==> src/rtl/core/mrrc_pkg.sv <==
`default_nettype none
package mrrc_pkg;

    // One received word on the input channel.
    typedef struct packed {
        logic [7:0] rx_byte;
        logic       frame_end;
    } t_in_word;

    // One frame result on the output channel.
    typedef struct packed {
        logic [1:0]  status;
        logic [63:0] payload;
        logic [6:0]  frame_bytes;
    } t_out_word;

    localparam logic [1:0] STATUS_OK      = 2'd0;
    localparam logic [1:0] STATUS_BAD_LEN = 2'd1;
    localparam logic [1:0] STATUS_BAD_CRC = 2'd2;

    localparam logic [15:0] CRC_INIT = 16'hFFFF;
    localparam logic [15:0] CRC_POLY = 16'hA001;

    // Frame overhead: address, function code, byte count, two CRC bytes.
    localparam logic [6:0] FRAME_OVERHEAD = 7'd5;
    // Offset of the first data byte within the frame.
    localparam logic [6:0] DATA_OFFSET    = 7'd3;
    localparam logic [6:0] COUNT_MAX      = 7'd127;

    localparam logic [3:0] PAYLOAD_LEN_RESET = 4'd2;
    localparam logic       REG_PAYLOAD_LEN   = 1'b0;

endpackage
`default_nettype wire

==> src/rtl/core/mrrc_crc8.sv <==
`default_nettype none
// Byte-wide CRC-16/Modbus update, unrolled over the eight bit steps.
module mrrc_crc8 (
    input  wire logic [15:0] i_crc,
    input  wire logic [7:0]  i_byte,
    output logic      [15:0] o_crc
);

    always_comb begin
        logic [15:0] v_acc;
        v_acc = i_crc ^ {8'h00, i_byte};
        for (int k = 0; k < 8; k++) begin
            if (v_acc[0]) begin
                v_acc = (v_acc >> 1) ^ mrrc_pkg::CRC_POLY;
            end else begin
                v_acc = v_acc >> 1;
            end
        end
        o_crc = v_acc;
    end

endmodule
`default_nettype wire

==> src/rtl/core/mrrc_frame.sv <==
`default_nettype none
// Frame state and per-word evaluation. Consumes the registered input word
// when i_go is high and produces a result when that word ends the frame.
module mrrc_frame #(
    parameter int MAX_PAYLOAD_BYTES = 8
) (
    input  wire logic                i_clk,
    input  wire logic                i_rst_n,
    input  wire logic                i_go,
    input  wire mrrc_pkg::t_in_word  i_word,
    input  wire logic [3:0]          i_payload_len,
    output logic                     o_res_valid,
    output mrrc_pkg::t_out_word      o_res
);

    localparam int SHIFT_W = 8 * MAX_PAYLOAD_BYTES;

    logic [15:0]        r_crc_acc,       n_crc_acc;
    logic [6:0]         r_byte_count,    n_byte_count;
    logic [7:0]         r_recent_byte,   n_recent_byte;
    logic [7:0]         r_older_byte,    n_older_byte;
    logic [SHIFT_W-1:0] r_payload_shift, n_payload_shift;

    logic [15:0]        crc_step;
    logic [15:0]        crc_now;
    logic [6:0]         keep;
    logic [6:0]         count_now;
    logic [SHIFT_W-1:0] shift_now;
    logic [15:0]        crc_got;

    mrrc_crc8 u_crc8 (
        .i_crc  (r_crc_acc),
        .i_byte (r_older_byte),
        .o_crc  (crc_step)
    );

    always_comb begin
        keep = (i_payload_len > 4'(MAX_PAYLOAD_BYTES)) ? 7'(MAX_PAYLOAD_BYTES)
                                                       : {3'b000, i_payload_len};
        // The newest two bytes are held back so the trailing CRC never enters.
        crc_now   = (r_byte_count >= 7'd2) ? crc_step : r_crc_acc;
        shift_now = r_payload_shift;
        if ((r_byte_count >= mrrc_pkg::DATA_OFFSET) &&
            (r_byte_count < (mrrc_pkg::DATA_OFFSET + keep))) begin
            shift_now = SHIFT_W'({r_payload_shift, i_word.rx_byte});
        end
        count_now = (r_byte_count < mrrc_pkg::COUNT_MAX) ? (r_byte_count + 7'd1)
                                                         : r_byte_count;
        crc_got   = {i_word.rx_byte, r_recent_byte};

        o_res_valid       = i_go && i_word.frame_end;
        o_res.payload     = 64'(shift_now);
        o_res.frame_bytes = count_now;
        if (count_now != (mrrc_pkg::FRAME_OVERHEAD + {3'b000, i_payload_len})) begin
            o_res.status = mrrc_pkg::STATUS_BAD_LEN;
        end else if (crc_now != crc_got) begin
            o_res.status = mrrc_pkg::STATUS_BAD_CRC;
        end else begin
            o_res.status = mrrc_pkg::STATUS_OK;
        end

        n_crc_acc       = r_crc_acc;
        n_byte_count    = r_byte_count;
        n_recent_byte   = r_recent_byte;
        n_older_byte    = r_older_byte;
        n_payload_shift = r_payload_shift;
        if (i_go) begin
            if (i_word.frame_end) begin
                n_crc_acc       = mrrc_pkg::CRC_INIT;
                n_byte_count    = '0;
                n_recent_byte   = '0;
                n_older_byte    = '0;
                n_payload_shift = '0;
            end else begin
                n_crc_acc       = crc_now;
                n_byte_count    = count_now;
                n_recent_byte   = i_word.rx_byte;
                n_older_byte    = r_recent_byte;
                n_payload_shift = shift_now;
            end
        end
    end

    always_ff @(posedge i_clk) begin
        if (!i_rst_n) begin
            r_crc_acc       <= mrrc_pkg::CRC_INIT;
            r_byte_count    <= '0;
            r_recent_byte   <= '0;
            r_older_byte    <= '0;
            r_payload_shift <= '0;
        end else begin
            r_crc_acc       <= n_crc_acc;
            r_byte_count    <= n_byte_count;
            r_recent_byte   <= n_recent_byte;
            r_older_byte    <= n_older_byte;
            r_payload_shift <= n_payload_shift;
        end
    end

endmodule
`default_nettype wire

==> src/rtl/core/modbus_rtu_response_checker_top.sv <==
`default_nettype none
// Modbus RTU read-response checker. Frame bytes arrive one word per cycle
// on the input channel, with frame_end set on the last byte. The block runs
// CRC-16/Modbus over all bytes but the final two, compares it with the
// trailing little-endian CRC, checks that the frame holds exactly five plus
// payload_len bytes, and collects the data bytes from offset 3 as a
// big-endian value. On the last byte one result word carries the status
// (0 ok, 1 wrong length, 2 CRC mismatch; a wrong length wins), the payload
// and the saturating byte count, and the block is ready for the next frame.
// Throughput is one byte per cycle unless a last byte waits: an input
// register feeds a single pass of logic built around a byte-wide unrolled
// CRC update, which writes the frame state and the output register.
// A last byte passes both registers. Bytes that do not end a frame are
// taken even while a result word waits downstream; only a last byte waits
// for the output register to drain. payload_len sits at byte address 0 of
// the APB-style port and must only be written while no frame is in flight.
module modbus_rtu_response_checker_top #(
    parameter int MAX_PAYLOAD_BYTES = 8
) (
    input  wire logic                i_clk,
    input  wire logic                i_rst_n,
    // Input channel.
    input  wire logic                i_in_valid,
    input  wire mrrc_pkg::t_in_word  i_in_data,
    output logic                     o_in_stall,
    // Output channel.
    output logic                     o_out_valid,
    output mrrc_pkg::t_out_word      o_out_data,
    input  wire logic                i_out_stall,
    // Configuration port.
    input  wire logic                psel,
    input  wire logic                penable,
    input  wire logic                pwrite,
    input  wire logic [2:0]          paddr,
    input  wire logic [31:0]         pwdata,
    output logic [31:0]              prdata,
    output logic                     pready
);

    logic [3:0]          r_payload_len;
    logic                r_in_valid;
    mrrc_pkg::t_in_word  r_in_word;
    logic                r_out_valid, n_out_valid;
    mrrc_pkg::t_out_word r_out_word;

    logic                out_blocked;
    logic                stage_go;
    logic                in_take;
    logic                res_valid;
    mrrc_pkg::t_out_word res_word;
    logic                cfg_write;

    // The configuration register. Only register index 0 exists; any write
    // whose word address decodes elsewhere is ignored.
    assign pready    = 1'b1;
    assign cfg_write = psel && penable && pwrite && pready;
    assign prdata    = (paddr[2] == mrrc_pkg::REG_PAYLOAD_LEN) ? {28'd0, r_payload_len}
                                                               : 32'd0;

    always_ff @(posedge i_clk) begin
        if (!i_rst_n) begin
            r_payload_len <= mrrc_pkg::PAYLOAD_LEN_RESET;
        end else begin
            if (cfg_write && (paddr[2] == mrrc_pkg::REG_PAYLOAD_LEN)) begin
                r_payload_len <= pwdata[3:0];
            end
        end
    end

    // The output register is blocked when it holds a word the consumer
    // refuses this cycle. A word that ends a frame then waits in the input
    // register; any other word moves on since it produces no result.
    assign out_blocked = r_out_valid && i_out_stall;
    assign stage_go    = r_in_valid && !(r_in_word.frame_end && out_blocked);
    assign o_in_stall  = r_in_valid && !stage_go;
    assign in_take     = i_in_valid && !o_in_stall;

    always_ff @(posedge i_clk) begin
        if (!i_rst_n) begin
            r_in_valid <= 1'b0;
        end else if (in_take) begin
            r_in_valid <= 1'b1;
        end else if (stage_go) begin
            r_in_valid <= 1'b0;
        end
    end

    always_ff @(posedge i_clk) begin
        if (in_take) begin
            r_in_word <= i_in_data;
        end
    end

    mrrc_frame #(
        .MAX_PAYLOAD_BYTES (MAX_PAYLOAD_BYTES)
    ) u_frame (
        .i_clk         (i_clk),
        .i_rst_n       (i_rst_n),
        .i_go          (stage_go),
        .i_word        (r_in_word),
        .i_payload_len (r_payload_len),
        .o_res_valid   (res_valid),
        .o_res         (res_word)
    );

    // A new result only arrives when the output register is free or being
    // emptied in this same cycle.
    always_comb begin
        if (res_valid) begin
            n_out_valid = 1'b1;
        end else if (out_blocked) begin
            n_out_valid = 1'b1;
        end else begin
            n_out_valid = 1'b0;
        end
    end

    always_ff @(posedge i_clk) begin
        if (!i_rst_n) begin
            r_out_valid <= 1'b0;
        end else begin
            r_out_valid <= n_out_valid;
        end
    end

    always_ff @(posedge i_clk) begin
        if (res_valid) begin
            r_out_word <= res_word;
        end
    end

    assign o_out_valid = r_out_valid;
    assign o_out_data  = r_out_word;

endmodule
`default_nettype wire

==> config.mk <==
export PLATFORM = sky130hd
export DESIGN_NAME = modbus_rtu_response_checker_top
export DESIGN_NICKNAME = d
export VERILOG_FILES = /design/src/rtl/core/mrrc_pkg.sv /design/src/rtl/core/mrrc_crc8.sv /design/src/rtl/core/mrrc_frame.sv /design/src/rtl/core/modbus_rtu_response_checker_top.sv
export SDC_FILE = /design/constraint.sdc
export NUM_CORES = 1
export LEC_CHECK = 0
export BUFFER_PORTS_ARGS = -buffer_cell sky130_fd_sc_hd__buf_4
export CORE_MARGIN = 2
export CORE_UTILIZATION = 55
export DETAILED_ROUTE_END_ITERATION = 10
export PLACE_DENSITY = 0.83
export SYNTH_ARGS = -nofsm -noshare
export SYNTH_HDL_FRONTEND = slang
export SYNTH_SLANG_ARGS = --single-unit
==> constraint.sdc <==
create_clock -name i_clk -period 8.6 [get_ports i_clk]
set_input_delay 0 -clock i_clk [delete_from_list [all_inputs] [get_ports i_clk]]
set_output_delay 0 -clock i_clk [all_outputs]
set_load 0.005 [all_outputs]
==> flow_summary.yaml <==
finish:
  diodes: 0
  layout-drive-gt1-share_pct: 17.9
  fillers: 1055
  area_delta_synth_final_pct: 18.2
  fin_nets: 831
  postLayoutCellArea_mm2: 0.00966
logic_synthesis:
  synth_top_area_share_pct: 30.1
  synth_common_cells: "109 x dfxtp_1, 82 x edfxtp_1, 64 x a22o_1, 64 x mux2_1, 47 x nand2_1"
  ys_seq_elements: 191
  syn_inst: 670
  ys.flop_type: "dfxtp_1"
  synth_edf_count: 82
  synth_area_leader_cell: "edfxtp_1"
  ys_top_cells_by_area: "edfxtp_1 30%, dfxtp_1 27%, mux2_1 8.8%"
  ys_seq_area_share_pct: 56.8
  synth_cell_types: 49
  synthesis.area_mm2: 0.00818
  synth_warnings: 0
  syn_area_per_cell_um2: 12.2
  synth-async-reset-ratio_pct: 0
  yosysMostFrequentCell: "dfxtp_1"
sta:
  timing.final.hold_violations: 0
  grt_setup_unrepaired: "false"
  fin_crit_sh_pct: 45.5
  timing.setup.tns_ns: 0
  setup_ws_ns: 4.69
  setup_viol: 0
  drv_slew: 0
  slew_headroom_pct: 19.6
  final.min_clock_period_ns: 3.91
  skew_ns: 0.00676
  worst-slew-pin-transition_ns: 1.20
  holdWs_ns: 0.273
  max_freq_mhz: 256
route:
  drtIter0Drc: 519
  routed.top_layer: "met4"
  viasPerCell: 5.68
  first_pass_iters: 5
  num_vias: 5489
  drtAntennaViolNets: 0
  wl_per_cell_um: 17.1
  wl_met2_mm: 8.33
  wl_mm: 16.6
  drc_errors: 0
  met1_length_mm: 7.06
  wl_met3_um: 861
place:
  portBuffers: 99
  gp_congestion: 0.864
  pre_cts_ws_ns: 4.76
  dp_hpwl_mm: 10.6
  placed_area_mm2: 0.00890
clock_tree:
  cts_num_sinks: 191
  clockBufferDepth: 2
  cts.clk_slew.worst_paths_ns: 0.06
  clk_latency_ns: 0.42
  clockRootBuffer: "clkbuf_16"
  tritoncts: "done"
  numCtsBuffers: 17
  cts.htree.levels: 4
  cts_setup_buffers: 0
critical_path:
  worstSetupStartpointType: "flop"
  slowest_stage: "nor2_4"
  path_class: "flop to flop"
  r2r.worst_path.cells: 6
  required_ns: 8.96
  r2r-end: "o_out_valid"
  r2r-start: "r_in_valid"
  rrSetupSlack_ns: 4.69
  end_kind: "flop"
  cp_top_family: "simple AND/OR/NAND/NOR gates"
  slowest_delay_ns: 0.89
  crit_buf_inv: 2
  critical_path_peak_fanout: 48
  cp.arrival_ns: 4.27
  crit_chain: "nand2_1 -> nor2_4 -> buf_4 -> a21oi_1 -> nor2b_1 -> dlygate4sd3_1"
floorplan:
  ios: 159
  rows: 44
  dieArea_mm2: 0.0159
  die_w_um: 126
  die-height_um: 126
  start_util_pct: 56.3
  core_mm2: 0.0145
global_routing:
  grt_use_total_pct: 20.8
  grt_max_degree: 65
  grt_pass1_vias: 5324
  antenna_found_initial: 0
  overflow: 0
  grt_pass1_wl_mm: 26.5
power_and_ir_drop:
  p_comb_share_pct: 4.3
  power_frac_seq_pct: 54.5
  pwr-share-clk_pct: 41.2
  p_sw_share_pct: 20.6
  totalPowerFinal_uw: 1770
  ir_drop_uv: 144
  p_sw_uw: 365
  p_leak_uw: 0.00395
  power.density_mw_per_mm2: 184
  p_int_uw: 1410
run:
  max_cap_viol_count: 0
min_path:
  worstHoldStart: "paddr[2]"
  hp-class: "primary input to primary output"
  hold_depth: 3
  hold_end: "prdata[0]"
outcome:
  status: "complete, no violations"
-- routing by layer --
| metal | track usage (%) | vias to the layer above |
|---|---|---|
| met5 | 0 | - |
| met4 | 7.18 | 0 |
| met2 | 35.4 | 195 |
| met1 | 26.4 | 2680 |
| li1 | - | 2583 |
| met3 | 4.59 | 31 |
-- area by class of cell --
cell class,instances,area [um^2],share of cell area (%)
clock buffer,24,483,5.00
clock inverter,7,60.1,0.622
timing repair buffer,125,993,10.3
tap,184,230,2.38
sequential,191,4640,48.1
multi-input combinational,427,3220,33.3
inverter,9,33.8,0.350
-- worst register-to-register path: cells and delay by family, from the launching register on --
family	cells	cell delay [ns]
compound gates	1	0.08
simple gates	3	1.80
buf+inv	2	1.22
flops	1	0.76
-- metrics by stage --
step | utilization [%] | std cells
after floorplan | - | 698
after global placement | 61.2 | 914
after detailed placement | 61.2 | 914
after CTS | 66.5 | 967
after global routing | 66.5 | 967
final | 66.5 | 967
-- cells by family after synthesis --
logic type | after synthesis | synth area share (%)
AOI/OAI and AO/OA | 138 | 13.0
other | 2 | 0.0918
adders and majority gates | 9 | 1.38
buffers and inverters | 80 | 5.37
muxes | 74 | 10.0
xor gates and xnor gates | 51 | 6.01
DFF | 191 | 56.8
and+or+nand+nor | 125 | 7.33
-- power groups by stage --
stage / Clock [uW] / Combinational, uW / Sequential (uW)
6_report: 731 / 76.6 / 968
5_1_grt: 771 / 83.8 / 969
4_1_cts: 734 / 76.5 / 967
3_5_place_dp: 0 / 69.2 / 987
3_3_place_gp: 0 / 67.9 / 986
2_1_floorplan: 0 / 50.8 / 984
-- layout by cell type, fill, tap and decap left out, types with 5 or more instances in the layout --
cell type      count
a21boi_0          16
a21oi_1           17
a22o_1            64
a22oi_1            5
buf_4            103
clkbuf_1           5
clkbuf_16         18
conb_1            30
dfxtp_1          109
dlygate4sd3_1     22
edfxtp_1          82
ha_1               9
inv_1              7
mux2_1            64
mux2i_1           10
nand2_1           47
nand3_1           24
nand4_1            5
nor2_1            17
nor2b_1           13
o211ai_1          13
o21a_1             6
o21ai_1            5
xnor2_1           33
xor2_1            12
-- timing repair --
item	4_1_cts	5_1_grt
resized for setup	0	0
hold buffers	22	0
hold endpoints to repair	37	0
-- flip-flops by register name, summed over array words and instances (netlist names) --
name,flops
r_in_valid,1
u_frame.r_crc_acc,16
o_out_valid,1
u_frame.r_payload_shift,64
u_frame.r_older_byte,8
u_frame.r_recent_byte,8
o_out_data,73
r_in_word,9
r_payload_len,4
u_frame.r_byte_count,7
-- worst max path at each step --
stage	cells after the start	slack, ns	from	to
CTS	6	4.71	r_in_valid	o_out_valid
detailed placement	5	4.76	r_in_valid	u_frame.r_crc_acc[15]
floorplan	7	4.04	r_in_valid	u_frame.r_crc_acc[10]
global route	6	4.36	r_in_valid	o_out_valid
global placement	5	4.91	r_in_valid	u_frame.r_crc_acc[0]
finish	6	4.69	r_in_valid	o_out_valid
Power figures use the tool's default switching activity.
